<file path="config.mk">
export PLATFORM = sky130hd
export DESIGN_NAME = gciw_merge
export DESIGN_NICKNAME = d
export VERILOG_FILES = /design/src/gciw_pkg.sv /design/src/gciw_merge.sv
export SDC_FILE = /design/constraint.sdc
export NUM_CORES = 2
export LEC_CHECK = 0
export BUFFER_PORTS_ARGS = -buffer_cell sky130_fd_sc_hd__buf_4
export CORE_MARGIN = 5
export CORE_UTILIZATION = 55
export DETAILED_ROUTE_END_ITERATION = 10
export PLACE_DENSITY = 0.82
export REMOVE_ABC_BUFFERS = 1
export SKIP_LAST_GASP = 1
export SLEW_MARGIN = 15
export SYNTH_ARGS = -nofsm -noshare
export SYNTH_HDL_FRONTEND = slang
export SYNTH_SLANG_ARGS = --single-unit
</file>
<file path="constraint.sdc">
create_clock -name clk -period 12.34 [get_ports clk]
set_input_delay 3.085 -clock clk [delete_from_list [all_inputs] [get_ports clk]]
set_output_delay 3.085 -clock clk [all_outputs]
set_load 0.03 [all_outputs]
</file>
<file path="src/gciw_pkg.sv">
// Shared constants, types and helpers for the grid cell weighting block.
`timescale 1ns / 1ps
package gciw_pkg;
  localparam int NDIM = 2;
  localparam int AXIS_DEPTH = 64;
  localparam int FRAC_BITS = 16;
  localparam int NCORNERS = 1 << NDIM;
  localparam int TABLE_AXES = 4;
  localparam int TABLE_ROWS = 64;
  localparam int ROW_W = 6;
  localparam int AX_W = 2;
  localparam int LEN_W = 7;
  localparam int CNT_W = $clog2(NCORNERS) + 1;
  localparam int DIV_CNT_W = 6;

  localparam logic OP_LOAD = 1'b0;
  localparam logic OP_PARTICLE = 1'b1;

  localparam logic [2:0] REG_ESCAPE = 3'd4;

  // Effective axis length, clamped to 2..AXIS_DEPTH.
  function automatic logic [LEN_W-1:0] eff_len(input logic [LEN_W-1:0] n);
    logic [LEN_W-1:0] r;
    r = n;
    if (n < LEN_W'(2)) r = LEN_W'(2);
    if (n > LEN_W'(AXIS_DEPTH)) r = LEN_W'(AXIS_DEPTH);
    return r;
  endfunction

  // Per-lane result handed to the merge stage.
  typedef struct packed {
    logic [ROW_W-1:0] lo;
    logic [FRAC_BITS:0] frac;
  } lane_res_t;
endpackage

</file>
<file path="src/gciw_merge.sv">
// Corner sequencer: builds index and weight for each corner from lane results.
`timescale 1ns / 1ps
module gciw_merge (
  input  logic                       clk,
  input  logic                       rst,
  input  logic                       go,
  input  logic [31:0]                mass,
  input  logic [15:0]                escape,
  input  logic [gciw_pkg::LEN_W-1:0] len [gciw_pkg::NDIM],
  input  gciw_pkg::lane_res_t        lres [gciw_pkg::NDIM],
  output logic                       strobe,
  output logic [23:0]                cell_index,
  output logic [31:0]                weight,
  output logic                       last,
  output logic                       idle
);
  localparam int KW = gciw_pkg::CNT_W;
  localparam int AW = $clog2(gciw_pkg::NDIM + 1);
  typedef enum logic [3:0] {
    M_IDLE = 4'b0001, M_ESC = 4'b0010, M_AX = 4'b0100, M_OUT = 4'b1000
  } mst_t;
  mst_t state;
  logic [KW-1:0] k;
  logic [AW-1:0] ax;
  logic [47:0] w;
  logic [23:0] idx;
  logic dead;
  logic [31:0] mass_r;
  logic high;
  logic [gciw_pkg::LEN_W-1:0] n;
  logic [gciw_pkg::ROW_W:0] c;
  logic [gciw_pkg::FRAC_BITS:0] f;
  logic [gciw_pkg::ROW_W-1:0] alo;
  logic [gciw_pkg::FRAC_BITS:0] afr;
  logic [48+gciw_pkg::FRAC_BITS:0] prod;

  always_comb begin
    alo = '0; afr = '0; n = gciw_pkg::LEN_W'(2);
    for (int i = 0; i < gciw_pkg::NDIM; i++) begin
      if (AW'(i) == ax) begin
        alo = lres[i].lo; afr = lres[i].frac; n = gciw_pkg::eff_len(len[i]);
      end
    end
    high = k[gciw_pkg::NDIM-1-int'(ax)];
    c = {1'b0, alo} + (gciw_pkg::ROW_W+1)'(high);
    f = high ? afr : ((gciw_pkg::FRAC_BITS+1)'(1) << gciw_pkg::FRAC_BITS) - afr;
    prod = w * f;
  end

  assign idle = (state == M_IDLE);

  always_ff @(posedge clk) begin
    if (rst) begin
      state <= M_IDLE; strobe <= 1'b0;
    end else begin
      strobe <= 1'b0;
      unique case (state)
        M_IDLE: if (go) begin
          mass_r <= mass; k <= '0; state <= M_ESC;
        end
        M_ESC: begin
          w <= 48'((49'(mass_r) * (49'(17'h10000) - 49'(escape))) >> 16);
          idx <= '0; dead <= 1'b0; ax <= '0; state <= M_AX;
        end
        M_AX: begin
          if ((c[gciw_pkg::ROW_W-1:0] > n - 1'b1) || c[gciw_pkg::ROW_W]) begin
            idx <= 24'(idx * n) + 24'(n - 1'b1); dead <= 1'b1;
          end else idx <= 24'(idx * n) + 24'(c);
          w <= 48'(prod >> gciw_pkg::FRAC_BITS);
          if (ax == AW'(gciw_pkg::NDIM - 1)) state <= M_OUT;
          ax <= ax + 1'b1;
        end
        M_OUT: begin
          strobe <= 1'b1;
          cell_index <= idx;
          weight <= dead ? 32'd0 : ((|w[47:32]) ? 32'hFFFFFFFF : w[31:0]);
          last <= (k == KW'(gciw_pkg::NCORNERS - 1));
          if (k == KW'(gciw_pkg::NCORNERS - 1)) state <= M_IDLE;
          else begin k <= k + 1'b1; state <= M_ESC; end
        end
        default: state <= M_IDLE;
      endcase
    end
  end
endmodule

</file>
**Word-level counts from Yosys, hierarchy flattened**

Index checks and enable logic that the tools add are counted.

- Bits in registers: 172
- Bits of input ports: 111
- Output and inout port bits: 59
- Word-level logic and storage cells: 82

- $add $sub $neg: 10
- $mul: 3
- Magnitude comparators: 6
- Eq/ne operators: 11
- Mux-type cells: 29
- Bitwise logic cells: 1
- Reductions and logical operators: 11

Operators by type and width:

| kind | count |
|---|---|
| $pmux 48 s2 | 1 |
| $mul 48x17->64 | 1 |
| $mux 17 | 3 |
| $mul 33x18->49 | 1 |
| $pmux 24 s2 | 1 |
| $mux 7 | 6 |
| $mux 32 | 1 |
| $add 24x24->24 | 1 |
| $add 24x7->24 | 1 |
| $mul 24x7->24 | 1 |
| $mux 24 | 1 |
| $sub 17x16->18 const A | 1 |
| $sub 17x17->17 const A | 1 |
| $pmux 4 s4 | 1 |
| $reduce_or 16->1 | 1 |
| $gt 7x7->1 const B | 2 |
| $lt 7x2->1 const B | 2 |
| $mux 6 | 2 |
| $mux 4 | 2 |
| $ne 2x2->1 const B | 4 |
| $sub 7x1->8 const B | 1 |
| $add 6x1->7 | 1 |
| $gt 6x7->1 | 1 |
| $sub 7x1->7 const B | 1 |
| 25 further kinds | 33 |

**Logic depth before layout (Yosys ltp)**

- Depth in word-level cells: 10
- Gate-level depth with buffers: 38

**Worst setup path after synthesis**

Ideal clock, no wire load.

- Path kind: input port to flip-flop
- Start: input port lres[23] (netlist name)
- End: register w[44] (data pin)
- Arrival: 10.879 ns
- Data required time: 12.077 ns
- Slack: 1.198 ns
- Cell stages on the path: 34
- Cells stage by stage: nand2_1 > o21ai_0 > clkbuf_1 > clkbuf_1 > inv_1 > ha_1 > o211ai_1 > nor4_1 > a21oi_1 > xnor2_1 > clkbuf_1 > clkbuf_1 > nand2_1 > fa_1 > inv_1 > fa_1 > fa_1 > fa_1 > fa_1 > inv_1 > fa_1 > inv_1 > ha_1 > buf_2 > a21oi_1 > o21ai_1 > a2111oi_4 > inv_2 > o31a_1 > o211ai_2 > a211oi_1 > or3_1 > o31ai_2 > mux2i_1

- Cells in the longest elaborated chain, start to end: 6

Ends and longest elaborated chain:

| item | line | RTL |
|---|---|---|
| start: declaration | gciw_merge.sv:10 | `input gciw_pkg::lane_res_t lres [gciw_pkg::NDIM],` |
| $mux 17 * (2 in a row) | gciw_merge.sv:40 | `if (AW'(i) == ax) begin` |
| $sub 17x17->17 | gciw_merge.sv:46 | `f = high ? afr : ((gciw_pkg::FRAC_BITS+1)'(1) << gciw_pkg::FRAC_BITS) - afr;` |
| $mux 17 * | gciw_merge.sv:46 |  |
| $mul 48x17->64 * | gciw_merge.sv:47 | `prod = w * f;` |
| $pmux 48 s2 * | gciw_merge.sv:57 | `unique case (state)` |
| end signal: assignment | gciw_merge.sv:62 | `w <= 48'((49'(mass_r) * (49'(17'h10000) - 49'(escape))) >> 16);` |
| end signal: assignment | gciw_merge.sv:69 | `w <= 48'(prod >> gciw_pkg::FRAC_BITS);` |
| end: declaration | gciw_merge.sv:25 | `logic [47:0] w;` |

Every way passes the cells marked *; elsewhere a longest branch is shown, timed or not.
A chain may end at the register's enable or synchronous reset.

**Final worst setup path**

- Start: input port lres[2] (netlist name)
- End: register w[37] (data pin)

- Cells in the longest elaborated chain, start to end: 5

Ends and longest elaborated chain:

| item | line |
|---|---|
| $mux 17 * | gciw_merge.sv:40 |
| $sub 17x17->17 | gciw_merge.sv:46 |
| $mux 17 * | gciw_merge.sv:46 |
| $mul 48x17->64 * | gciw_merge.sv:47 |
| $pmux 48 s2 * | gciw_merge.sv:57 |

Marks and branches as above.

==> flow_metrics.tcl <==
set metrics [dict create \
    end_kind "register" \
    core_um2 98400 \
    first_pass_iters 8 \
    worst_hold_slack_ns 0.459 \
    dp_hpwl_um 111000 \
    worst_hold_path_type "reg2reg" \
    fin_util_pct 59.0 \
    finalNonFillerCells 7471 \
    wl_um 145000 \
    grt_pass1_wl_um 238000 \
    cp_max_fo 27 \
    dp_cells 7439 \
    cts_buffers 17 \
    synth_area_leader_cell "fa_1" \
    slew_headroom_pct 19.6 \
    row_count 115 \
    drt_iter0_markers 3319 \
    antenna_found_initial 1 \
    initial_utilization_pct 55.4 \
    fmax_ghz 0.0866 \
    grt_max_degree 67 \
    gr-total-overflow 0 \
    syn-cell-area_um2 54600 \
    root_buffer "clkbuf_16" \
    seq_area_frac_synth_pct 9.37 \
    synth_edf_count 167 \
    drv_slew 0 \
    routedWlPerCell_um 19.3 \
    cp_common_cell "fa_1" \
    cts_tree "yes" \
    synth_top_cell_area_share_pct 45.0 \
    syn_inst 6203 \
    post_cts_buffers 0 \
    synthArstFlopShare_pct 0 \
    critPathLaunchType "input port" \
    rsz0062_at_grt "no" \
    slowest_stage "a221oi_1" \
    detail-route-antenna-nets 0 \
    clk_pin_slew_worst_paths_ns 0.09 \
    synthFlopType "edfxtp_1" \
    filler_cell_count 8162 \
    min_period_ns 11.55 \
    fin_setup_tns_ns 0 \
    syn_avg_cell_area_um2 8.80 \
    ctsLongestPathBuffers 2 \
    ys_seq_elements 172 \
    grt_pass1_vias 46448 \
    yosys-top-cells-area "fa_1 (45%), inv_1 (10%), edfxtp_1 (9.2%), ha_1 (7.9%), nand2_1 (7.8%)" \
    cpPeakStageDelay_ns 0.63 \
    fin_skew_ns 0.0266 \
    die_x_um 325 \
    synth-warning-count 0 \
    clock_latency_ns 0.52 \
    worst_slew_pin_slew_ns 1.19 \
    drc_errors 0 \
    fin_nets 7854 \
    diodes 0 \
    post_cts_resized 0 \
    maxCapViolCount 0 \
    ios 170 \
    required_ns 12.66 \
    place.port_buffers 169 \
    path_class "in2reg" \
    dr_total_vias 42212 \
    fin_crit_sh_pct 93.6 \
    htree_num_levels 4 \
    fp.dieArea_um2 106000 \
    cts_hold_buf 0 \
    track_usage_pct 28.1 \
    status "completed" \
    gp_congestion 0.930 \
    syn2layout_area_growth_pct 6.36 \
    finalHoldViolCount 0 \
    yosys.cell_types.count 83 \
    cp_data_arrival_time_ns 11.87 \
    clock-sinks 172 \
    setup_viol_count_final 0 \
    die-height_um 325 \
    final_layout_size_suffix_gt1_share_pct 5.56 \
    vias_per_cell 5.65 \
]
==> path summary, 6_finish.rpt <==
check	startpoint	endpoint	slack [ns]	depth (start not counted)
min	idx[23]$_SDFFCE_PN0P_	cell_index[23]$_DFFE_PP_	0.46	0
max reg2reg	ax[1]$_SDFFCE_PN0P_	w[37]$_SDFFCE_PN0P_	2.05	30
max	lres[2]	w[37]$_SDFFCE_PN0P_	0.79	29
min reg2reg	idx[23]$_SDFFCE_PN0P_	cell_index[23]$_DFFE_PP_	0.46	0
==> stage by stage <==
stage / cell area, um2 / worst slack (ns)
2_1_floorplan: 53400 / -1.82
3_3_place_gp: 57400 / 0.587
3_5_place_dp: 57400 / 0.453
4_1_cts: 58000 / 0.967
5_1_grt: 58000 / 0.412
6_report: 58000 / 0.787
==> cell usage after synthesis, types with 17 or more instances <==
master and number:
and3_1 54, fa_1 1227, nand4_1 19, nor3_1 35, and2_1 460, nand2_1 1138
nand2b_1 21, xnor2_1 91, nand3_1 29, clkbuf_1 288, a21o_1 67, a21oi_1 115
o21ai_0 101, nor2b_1 17, ha_1 345, xor2_1 61, inv_1 1517, edfxtp_1 167
nor2_1 177
==> layer usage <==
layer	up-vias	GRT usage, %	part of all wire [%]
met3	568	7.62	11
li1	18119	-	-
met1	21171	33.8	35
met4	2	12.2	5.1
met5	-	0	0.0090
met2	2352	47.7	48
==> registers in the layout, summed over array words and instances (netlist names), 2 cells and up <==
| name | flops |
|---|---|
| state | 4 |
| cell_index | 24 |
| mass_r | 32 |
| weight | 32 |
| idx | 24 |
| ax | 2 |
| w | 48 |
| k | 3 |
==> area by class of cell <==
| type | instances | area (um2) | area share, % |
|---|---|---|---|
| Timing Repair Buffer | 249 | 2010 | 3.46 |
| Clock inverter | 15 | 159 | 0.274 |
| Sequential cell | 172 | 5110 | 8.81 |
| Clock buffer | 17 | 425 | 0.733 |
| Inverter | 1519 | 5700 | 9.82 |
| Multi-Input combinational cell | 4212 | 43000 | 74.1 |
| Tap cell | 1287 | 1610 | 2.77 |
==> worst max-delay path: cells and delay by family <==
kind / cells / cell delay (ns)
adder cells (fa/ha/maj): 7 / 3.42
AO/OA/AOI/OAI: 10 / 2.51
AND/OR/NAND/NOR: 6 / 1.69
XOR/XNOR: 1 / 0.59
buffers and inverters: 5 / 0.53
==> layout by cell type (no fill, tap or decap), drive strengths merged, types with 35 or more instances in the layout <==
cell / Yosys / routed
buf: 25 / 249
xor2: 61 / 61
fa: 1227 / 1227
o21ai: 109 / 109
xnor2: 91 / 91
and3: 54 / 54
nor3: 35 / 35
ha: 345 / 345
and2: 461 / 461
inv: 1519 / 1524
nor2: 178 / 178
a21o: 67 / 67
nand2: 1139 / 1139
edfxtp: 167 / 167
a21oi: 117 / 117
==> logic make-up after synthesis <==
| logic type | Yosys count | share of synthesized area (%) |
|---|---|---|
| compound gates | 443 | 5.24 |
| xor+xnor | 153 | 2.48 |
| fa+ha+maj | 1572 | 52.9 |
| buf+inv | 1834 | 12.7 |
| flops | 172 | 9.37 |
| mux | 13 | 0.252 |
| other cells | 1 | 0.00687 |
| simple gates | 2015 | 17.0 |
Power is left out: the tool's default activity adds up to more than one toggle a clock period on the data nets, which glitch-free logic cannot reach.
