File: src/gciw_pkg.sv
// Shared constants, types and helpers for the grid cell weighting block.
`timescale 1ns / 1ps
package gciw_pkg;
  localparam int NDIM = 2;
  localparam int AXIS_DEPTH = 64;
  localparam int FRAC_BITS = 16;
  localparam int NCORNERS = 1 << NDIM;
  localparam int TABLE_AXES = 4;
  localparam int TABLE_ROWS = 64;
  localparam int ROW_W = 6;
  localparam int AX_W = 2;
  localparam int LEN_W = 7;
  localparam int CNT_W = $clog2(NCORNERS) + 1;
  localparam int DIV_CNT_W = 6;

  localparam logic OP_LOAD = 1'b0;
  localparam logic OP_PARTICLE = 1'b1;

  localparam logic [2:0] REG_ESCAPE = 3'd4;

  // Effective axis length, clamped to 2..AXIS_DEPTH.
  function automatic logic [LEN_W-1:0] eff_len(input logic [LEN_W-1:0] n);
    logic [LEN_W-1:0] r;
    r = n;
    if (n < LEN_W'(2)) r = LEN_W'(2);
    if (n > LEN_W'(AXIS_DEPTH)) r = LEN_W'(AXIS_DEPTH);
    return r;
  endfunction

  // Per-lane result handed to the merge stage.
  typedef struct packed {
    logic [ROW_W-1:0] lo;
    logic [FRAC_BITS:0] frac;
  } lane_res_t;
endpackage

File: src/gciw_ram.sv
// Generic single-port-write RAM with registered read.
`timescale 1ns / 1ps
module gciw_ram #(
  parameter int WIDTH = 32,
  parameter int DEPTH = 64
) (
  input  logic                     clk,
  input  logic                     we,
  input  logic [$clog2(DEPTH)-1:0] waddr,
  input  logic [WIDTH-1:0]         wdata,
  input  logic [$clog2(DEPTH)-1:0] raddr,
  output logic [WIDTH-1:0]         rdata
);
  logic [WIDTH-1:0] mem [DEPTH];
  always_ff @(posedge clk) begin
    if (we) mem[waddr] <= wdata;
    rdata <= mem[raddr];
  end
endmodule

File: src/gciw_lane.sv
// One axis lane: binary search over the axis table and restoring division.
`timescale 1ns / 1ps
module gciw_lane (
  input  logic                           clk,
  input  logic                           rst,
  input  logic                           we,
  input  logic [gciw_pkg::ROW_W-1:0]     waddr,
  input  logic [31:0]                    wdata,
  input  logic [gciw_pkg::LEN_W-1:0]     len,
  input  logic                           go,
  input  logic signed [31:0]             prop,
  output logic                           done,
  output gciw_pkg::lane_res_t            res
);
  typedef enum logic [6:0] {
    S_IDLE = 7'b0000001, S_RD0 = 7'b0000010, S_CHK0 = 7'b0000100,
    S_CHKH = 7'b0001000, S_SRCH = 7'b0010000, S_RDLO = 7'b0100000,
    S_DIV = 7'b1000000
  } lst_t;
  localparam int QW = gciw_pkg::FRAC_BITS + 1;
  localparam int NW = 33 + gciw_pkg::FRAC_BITS;
  typedef logic [gciw_pkg::ROW_W-1:0] ROW_W_T;

  lst_t state;
  logic [gciw_pkg::ROW_W-1:0] lo, hi, raddr;
  logic [gciw_pkg::LEN_W-1:0] n;
  logic signed [31:0] rdata;
  logic signed [31:0] p;
  logic signed [32:0] t_hi;
  logic [NW-1:0] num;
  logic [32:0] den;
  logic [32:0] rem;
  logic [QW-2:0] quo;
  logic [gciw_pkg::DIV_CNT_W-1:0] cnt;
  logic [33:0] rem_sh;
  logic [gciw_pkg::ROW_W-1:0] mid;
  logic pend;

  function automatic logic prop_le(input logic signed [31:0] a, input logic signed [31:0] b);
    return a <= b;
  endfunction

  gciw_ram #(.WIDTH(32), .DEPTH(gciw_pkg::TABLE_ROWS)) u_ram (
    .clk(clk), .we(we), .waddr(waddr), .wdata(wdata), .raddr(raddr), .rdata(rdata)
  );

  assign n = gciw_pkg::eff_len(len);
  assign mid = lo + ((hi - lo) >> 1);
  assign rem_sh = {rem, num[NW-1]};

  always_comb begin
    unique case (state)
      S_IDLE: raddr = '0;
      S_RD0:  raddr = '0;
      S_CHK0: raddr = ROW_W_T'(n - 1);
      S_SRCH: raddr = mid;
      S_CHKH: raddr = mid;
      S_RDLO: raddr = lo;
      S_DIV:  raddr = lo;
      default: raddr = '0;
    endcase
  end

  always_ff @(posedge clk) begin
    if (rst) begin
      state <= S_IDLE;
      done <= 1'b0;
      pend <= 1'b0;
    end else begin
      done <= 1'b0;
      unique case (state)
        S_IDLE: if (go) begin
          p <= prop;
          lo <= '0;
          hi <= ROW_W_T'(n - 1);
          state <= S_RD0;
        end
        S_RD0: state <= S_CHK0;      // read of t[0] in flight
        S_CHK0: begin
          if (prop_le(p, rdata)) begin
            res.lo <= '0; res.frac <= '0; done <= 1'b1; state <= S_IDLE;
          end else state <= S_CHKH;
        end
        S_CHKH: begin
          // rdata holds t[n-1]; raddr now mid
          if (p > rdata) begin
            res.lo <= hi; res.frac <= '0; done <= 1'b1; state <= S_IDLE;
          end else begin
            t_hi <= 33'(rdata);
            pend <= 1'b0;
            state <= S_SRCH;
          end
        end
        S_SRCH: begin
          // each search step: issue the read of mid, then compare
          if (hi - lo <= ROW_W_T'(1)) begin
            state <= S_RDLO; pend <= 1'b0;
          end else if (!pend) pend <= 1'b1;
          else begin
            pend <= 1'b0;
            if (rdata < p) lo <= mid;
            else begin hi <= mid; t_hi <= 33'(rdata); end
          end
        end
        S_RDLO: begin
          if (!pend) pend <= 1'b1;
          else begin
            num <= NW'({33'(p) - 33'(rdata)}) << gciw_pkg::FRAC_BITS;
            den <= t_hi - 33'(rdata);
            rem <= '0; quo <= '0; cnt <= '0;
            state <= S_DIV;
          end
        end
        S_DIV: begin
          // restoring division, one quotient bit per cycle
          num <= num << 1;
          if (rem_sh >= {1'b0, den}) begin
            rem <= 33'(rem_sh - {1'b0, den}); quo <= {quo[QW-3:0], 1'b1};
          end else begin
            rem <= rem_sh[32:0]; quo <= {quo[QW-3:0], 1'b0};
          end
          if (cnt == gciw_pkg::DIV_CNT_W'(NW - 1)) begin
            state <= S_IDLE; done <= 1'b1; res.lo <= lo;
            res.frac <= (rem_sh >= {1'b0, den}) ? {quo, 1'b1} : {quo, 1'b0};
          end
          cnt <= cnt + 1'b1;
        end
        default: state <= S_IDLE;
      endcase
    end
  end
endmodule

File: config.mk
export PLATFORM = sky130hd
export DESIGN_NAME = gciw_lane
export DESIGN_NICKNAME = d
export VERILOG_FILES = /design/src/gciw_pkg.sv /design/src/gciw_ram.sv /design/src/gciw_lane.sv
export SDC_FILE = /design/constraint.sdc
export NUM_CORES = 2
export LEC_CHECK = 0
export BUFFER_PORTS_ARGS = -buffer_cell sky130_fd_sc_hd__buf_2
export CORE_ASPECT_RATIO = 0.9
export CORE_UTILIZATION = 35
export CTS_BUF_LIST = sky130_fd_sc_hd__clkbuf_16
export CTS_CLUSTER_DIAMETER = 80
export DETAILED_ROUTE_END_ITERATION = 10
export PLACE_DENSITY = 0.49
export SETUP_SLACK_MARGIN = 0.5
export SLEW_MARGIN = 20
export SYNTH_ARGS = -nofsm -noshare
export SYNTH_HDL_FRONTEND = slang
export SYNTH_SLANG_ARGS = --single-unit
File: constraint.sdc
create_clock -name clk -period 9.55 [get_ports clk]
set_input_delay 0 -clock clk [delete_from_list [all_inputs] [get_ports clk]]
set_output_delay 0 -clock clk [all_outputs]
set_load 0.01 [all_outputs]
* After elaboration in Yosys (flattened, before gate mapping)
Memory sizes are Yosys's and may differ from the RTL's. A register that Yosys moved wholly into a read port is not among the register bits. Cells that the tools add are included.
Storage, ports and cells: word-level logic and storage cells 115, bits in writable memories 2048, output and inout bits 24, register bits 246, memories kept 1, input port bits 81
Operators by class: reductions and logical operators 16, equal/unequal tests 19, order comparisons 7, add/subtract/negate cells 7, multiplexer cells 50, bitwise logic cells 1
Memories:
- u_ram.mem | depth 64, width 32, rd ports 1, clocked after Yosys merged registers in 1, wr ports 1, RTL line gciw_ram.sv:14 | logic [WIDTH-1:0] mem [DEPTH];
Operators with widths (number):
- 2-to-1 mux 33 bit | 6
- case mux 33 bit (2 select lines) | 2
- case mux 49 bit (2 select lines) | 1
- 2-to-1 mux 23 bit | 3
- case mux 23 bit (3 select lines) | 1
- 2-to-1 mux 6 bit | 11
- 2-to-1 mux 49 bit | 1
- case mux 7 bit (7 select lines) | 1
- case mux 6 bit (2 select lines) | 3
- >= comparator 34 x 33 -> 1 bit | 1
- subtractor 32 x 32 -> 33 bit | 1
- subtractor 33 x 32 -> 33 bit | 1
- subtractor 33 bit | 1
- > comparator 32 bit | 1
- <= comparator 32 bit | 1
- < comparator 32 bit | 1
- case mux 16 bit (2 select lines) | 1
- 2-to-1 mux 7 bit | 4
- != test 2 bit, second input constant | 11
- case mux 6 bit (3 select lines) | 1
- AND reduction 6 bit | 3
- 2-to-1 mux 16 bit | 1
- 2-to-1 mux 1 bit | 10
- AND reduction 3 bit | 3
- other kinds (25) | 30

* Logic depth before layout (Yosys ltp)
depth in word-level cells 6, mapped depth 19, mapped depth without buffers 17

* Cells and area by module
A second synthesis with hierarchy kept.
Second synthesis, totals: cell total of the unflattened synthesis 4706, area, all modules 93053.0 um^2
By module, submodules not included:
- gciw_ram | seq. area each 62139.6 um^2, cells an instance 3324, times used 1, area an instance 78512.8 um^2
- gciw_lane | seq. area each 6786.5 um^2, cells an instance 1382, times used 1, area an instance 14540.2 um^2

* Least setup slack after synthesis
No wires, ideal clock.
path kind reg2reg, start reg state[0], end reg cnt[0] (netlist bit), enable pin, clock period less this slack 6.153 ns, arrival 5.600 ns, path buffers 1, stages on the path, launching flop included 6, path slack 3.397 ns, data required time 8.997 ns, setup time 0.553 ns, path through dfxtp_1 nor3_1 buf_6 nand4b_1 nor3_1 o21bai_1
On the way: word-level cells in the longest chain between the ends 3, elaborated cells on any way between the ends 5, those cells by class eq/ne: 3; reduce/logical: 2
Ends and longest elaborated chain:
- start, declared | RTL line gciw_lane.sv:24 | lst_t state;
- start signal, assigned | RTL line gciw_lane.sv:66 | state <= S_IDLE;
- start signal, assigned | RTL line gciw_lane.sv:76 | state <= S_RD0;
- start signal, assigned | RTL line gciw_lane.sv:78 | S_RD0: state <= S_CHK0;
- == test 7 x 6 -> 1 bit / == test 7 bit (equally long branches) | RTL line gciw_lane.sv:71 | unique case (state)
- != test 2 bit (no line) / nonzero test 2 bit (equally long branches)
- AND reduction 3 bit (no line) *
- end signal, assigned | RTL line gciw_lane.sv:126 | cnt <= cnt + 1'b1;
- end, declared | RTL line gciw_lane.sv:34 | logic [gciw_pkg::DIV_CNT_W-1:0] cnt;
Every way passes the cells marked *; elsewhere a longest branch is shown, timed or not. A chain may end at the register's enable or synchronous reset.

* Worst setup path after layout
start reg hi[0] (netlist bit), end reg u_ram.rdata[13] (read register of u_ram.mem)
On the way: word-level cells in the longest chain between the ends 3
Ends and longest elaborated chain:
- start, declared | RTL line gciw_lane.sv:25 | logic [gciw_pkg::ROW_W-1:0] lo, hi, raddr;
- start signal, assigned | RTL line gciw_lane.sv:75 | hi <= ROW_W_T'(n - 1);
- start signal, assigned | RTL line gciw_lane.sv:102 | else begin hi <= mid; t_hi <= 33'(rdata); end
- subtractor 6 bit | RTL line gciw_lane.sv:48 | assign mid = lo + ((hi - lo) >> 1);
- adder 6 x 5 -> 6 bit | RTL line gciw_lane.sv:48
- case mux 6 bit (3 select lines) | RTL line gciw_lane.sv:52 | unique case (state)
- end, declared | RTL line gciw_ram.sv:12 | output logic [WIDTH-1:0] rdata
No other way between the ends.

==> flow_metrics.tcl <==
set metrics [dict create \
    status "finished clean" \
    drt_pre_antenna_iters 8 \
    final_max_slew_viols 0 \
    critPathMaxFanout 142 \
    grt-ovfl-total 0 \
    post_drt_wl_per_cell_um 26.6 \
    final_net_count 7218 \
    holdBufCountCts 113 \
    drive_gt1_share_pct 10.5 \
    yosys.cell_types.count 80 \
    yosys_register_bits 2309 \
    drt-vias-per-instance 5.39 \
    initial_utilization_pct 35.2 \
    synth_top_cell_area_share_pct 71.7 \
    post_synth_instance_area_sq_um 95000 \
    synth.yosys.seq_area_share_pct 72.6 \
    first_pass_grt_wire_length_mm 408 \
    power.share.sequential_pct 53.8 \
    areaGrowthSynthToFinish_pct 14.8 \
    grt_start_max_net_pins 143 \
    max_slew_margin_pct 11.1 \
    route.detailed.drc 0 \
    met1_length_mm 127 \
    synthDominantAreaCellType "sky130_fd_sc_hd__edfxtp_1" \
    tritoncts_clock_tree "done" \
    dpl_worst_slack_ns 3.14 \
    hold_path_class "input pin to flip-flop" \
    cp.required_ns 10.30 \
    die-width_um 551 \
    number_of_buffers_created_by_cts 246 \
    cell_at_the_root_of_the_clock_tree "sky130_fd_sc_hd__clkbuf_16" \
    report.power.total_w 0.0209 \
    met2_length_mm 130 \
    post-route-min-period_ns 6.51 \
    cts.clk_slew.worst_paths_ns 0.06 \
    top_layer_used "met5" \
    met3WireLength_mm 20.3 \
    grt_pass1_vias 55973 \
    route.antenna.remaining_nets 0 \
    postSynthAreaPerCell_sq_um 14.1 \
    floorplan.core_area_sq_um 270000 \
    number_of_vias_after_detailed_routing 58155 \
    postSynthCellCount 6757 \
    power.clock.fraction_pct 43.2 \
    asyncSetResetFlopFracSynth_pct 0 \
    setup.worst_path.start_class "flip-flop" \
    power-per-cell-area_nw_per_um2 192 \
    period_share_pct 68.2 \
    clock_sink_count 2309 \
    clockBufferDepth 4 \
    postLayoutSetupSlackWorst_ns 3.04 \
    switch_share_pct 21.1 \
    grt_setup_unrepaired "false" \
    gpl.final_weighted_congestion 0.824 \
    cap_violations 0 \
    worst-slew-pin-transition_ns 1.33 \
    grt_use_total_pct 20.6 \
    worstSetupEndpointType "flip-flop" \
    top_level_ports 105 \
    cpMostUsedCell "sky130_fd_sc_hd__inv_1" \
    placement.cell_area_sq_um 100000 \
    cell_with_the_largest_stage_delay_on_the_worst_path "sky130_fd_sc_hd__a221oi_1" \
    critical_path.max_stage_delay_ns 0.84 \
    route.final.wire_length_mm 287 \
    peakVddDrop_mv 0.169 \
    insertion_delay_ns 0.93 \
    internal_power_w 0.0165 \
    timing.final.setup_violations 0 \
    ff2ff_setup_slack_ns 3.04 \
    die-height_um 496 \
    fin_hold_viols 0 \
    synth.area.top_cells "sky130_fd_sc_hd__edfxtp_1 72%, sky130_fd_sc_hd__nand2_1 5.6%, sky130_fd_sc_hd__mux2i_1 3.8%" \
    worst-path-buf-inv 5 \
    synth_enable_flop_cells 2268 \
    tns_ns 0 \
    post-cts-setup-buffers 0 \
    synth_top_flop_cell "sky130_fd_sc_hd__edfxtp_1" \
    syn-num-nets 6953 \
    num_rows 181 \
    synth_warnings 0 \
    grt_antenna_before_repair 29 \
    comb_power_share_pct 3.0 \
    worstSetupPathType "flip-flop to flip-flop" \
    drt_iter0_drc 6039 \
    post_cts.resized_instances 0 \
    cell_family_contributing_the_most_delay_on_the_critical_path "compound AO/OA/AOI/OAI gates" \
    finClkSkew_ns 0.116 \
    power.switching_w 0.00441 \
    critical_path_arrival_ns 7.26 \
    cellLeakagePower_nw 36.7 \
    dp_hpwl_mm 161 \
    timing.critical_path.cells "inv_1 -> ha_1 -> inv_1 -> fa_1 -> ha_1 -> inv_1 -> fa_1 -> xor2_1 -> o221ai_4 -> buf_12 -> buf_12 -> mux2i_1 -> mux2i_1 -> a32o_1 -> a221oi_1 -> o22ai_1 -> a211o_1" \
    clock.fmax_mhz 154 \
    post-route-util_pct 40.4 \
    die-area_sq_um 274000 \
    h-tree-depth 4 \
    finalInstanceArea_sq_um 109000 \
    port_buffers 104 \
]
==> path summary, 6_finish.rpt <==
path,end,from,cells after the start
min,hi[1],len[1],4
max reg2reg,u_ram.rdata[13],hi[0],17
min reg2reg,state[2],state[0],1
max,u_ram.rdata[13],hi[0],17
==> power groups by stage <==
stage	sequential (W)	combinational [W]	clock, W
after detailed placement	0.0115	0.000583	0
final	0.0112	0.000620	0.00903
after floorplan	0.0114	0.000260	0
after CTS	0.0112	0.000623	0.00920
after global placement	0.0115	0.000574	0
after global routing	0.0112	0.000672	0.00957
==> state kept, by name, summed over array words and instances, names as in the netlist, 6 cells and up <==
name,flops
rem,33
u_ram.rdata,32
u_ram.mem,2048
hi,6
state,7
cnt,6
p,32
lo,6
quo,16
den,33
num,33
t_hi,32
res,23
==> cell type report <==
cell class | instances | area [sq um]
fill | 24968 | 161000
sequential | 2309 | 68900
multi-input combinational | 3961 | 24600
clock buffer | 248 | 6210
tap | 3568 | 4460
timing repair buffer | 389 | 3140
clock inverter | 193 | 1310
inverter | 115 | 432
antenna | 5 | 12.5
==> Yosys cell counts, drive strengths merged, types with 13 or more instances <==
cell type	n
edfxtp	2268
nand2	1429
nand3	439
mux2i	364
a21oi	221
buf	212
nor2	186
clkbuf	160
a32oi	124
a31oi	121
inv	115
ha	110
o21ai	109
and3	83
nand4	73
and2	56
o22ai	56
xnor2	49
a21o	44
dfxtp	41
mux4	40
or3	38
a211oi	37
a211o	36
a32o	36
nor3	35
xor2	34
a221oi	32
nor2b	24
o21bai	20
nand2b	19
o21a	16
o31ai	13
==> through the flow <==
step	hold WS [ns]	instances
global route	0.136	10785
floorplan	0.0793	6757
detailed placement	0.178	10229
global placement	0.182	10228
finish	0.102	10788
CTS	0.0577	10783
==> tightest hold or removal path, stage by stage <==
cell and delay, ns:
sky130_fd_sc_hd__buf_2 0.13, sky130_fd_sc_hd__o21ai_0 0.18, sky130_fd_sc_hd__ha_1 0.33, sky130_fd_sc_hd__mux2i_1 0.14
==> cell usage in the layout, fill, tap and decap left out, types with 23 or more instances in the layout <==
cell                               n
sky130_fd_sc_hd__inv_1           178
sky130_fd_sc_hd__or3_1            37
sky130_fd_sc_hd__mux2i_1         364
sky130_fd_sc_hd__nand4_1          73
sky130_fd_sc_hd__nor2_1          115
sky130_fd_sc_hd__nand3_1         438
sky130_fd_sc_hd__buf_4           155
sky130_fd_sc_hd__clkinv_2         34
sky130_fd_sc_hd__and3_1           82
sky130_fd_sc_hd__o21ai_1          32
sky130_fd_sc_hd__a211o_1          36
sky130_fd_sc_hd__xnor2_1          49
sky130_fd_sc_hd__nand2_1        1426
sky130_fd_sc_hd__o22ai_1          56
sky130_fd_sc_hd__clkinv_1         66
sky130_fd_sc_hd__nor2_4           68
sky130_fd_sc_hd__nor2b_1          23
sky130_fd_sc_hd__buf_2           105
sky130_fd_sc_hd__a21o_1           44
sky130_fd_sc_hd__o21ai_0          77
sky130_fd_sc_hd__a32o_1           36
sky130_fd_sc_hd__a21oi_1         219
sky130_fd_sc_hd__edfxtp_1       2268
sky130_fd_sc_hd__ha_1            110
sky130_fd_sc_hd__a31oi_1         121
sky130_fd_sc_hd__and2_1           54
sky130_fd_sc_hd__a32oi_1         124
sky130_fd_sc_hd__mux4_2           40
sky130_fd_sc_hd__xor2_1           34
sky130_fd_sc_hd__dlygate4sd3_1   113
sky130_fd_sc_hd__dfxtp_1          41
sky130_fd_sc_hd__nor3_1           32
sky130_fd_sc_hd__clkbuf_16       248
sky130_fd_sc_hd__a211oi_1         37
==> routing by layer <==
layer | vias up | GRT usage [%]
met1 | 29711 | 28.9
met2 | 1949 | 31.9
li1 | 26088 | -
met5 | - | 0
met4 | 4 | 7.20
met3 | 403 | 4.01
==> cell families (layout without fill, tap and decap cells) <==
group | after synthesis | in the layout | synth area share [%]
simple gates | 2427 | 2427 | 11.2
flops | 2309 | 2309 | 72.6
compound gates | 930 | 930 | 6.82
buf+inv | 487 | 945 | 2.29
mux | 406 | 406 | 4.81
fa+ha+maj | 115 | 115 | 1.55
xor+xnor | 83 | 83 | 0.765
other cells | 0 | 5 | 0
Note: power is estimated with default switching activity, not from simulation.
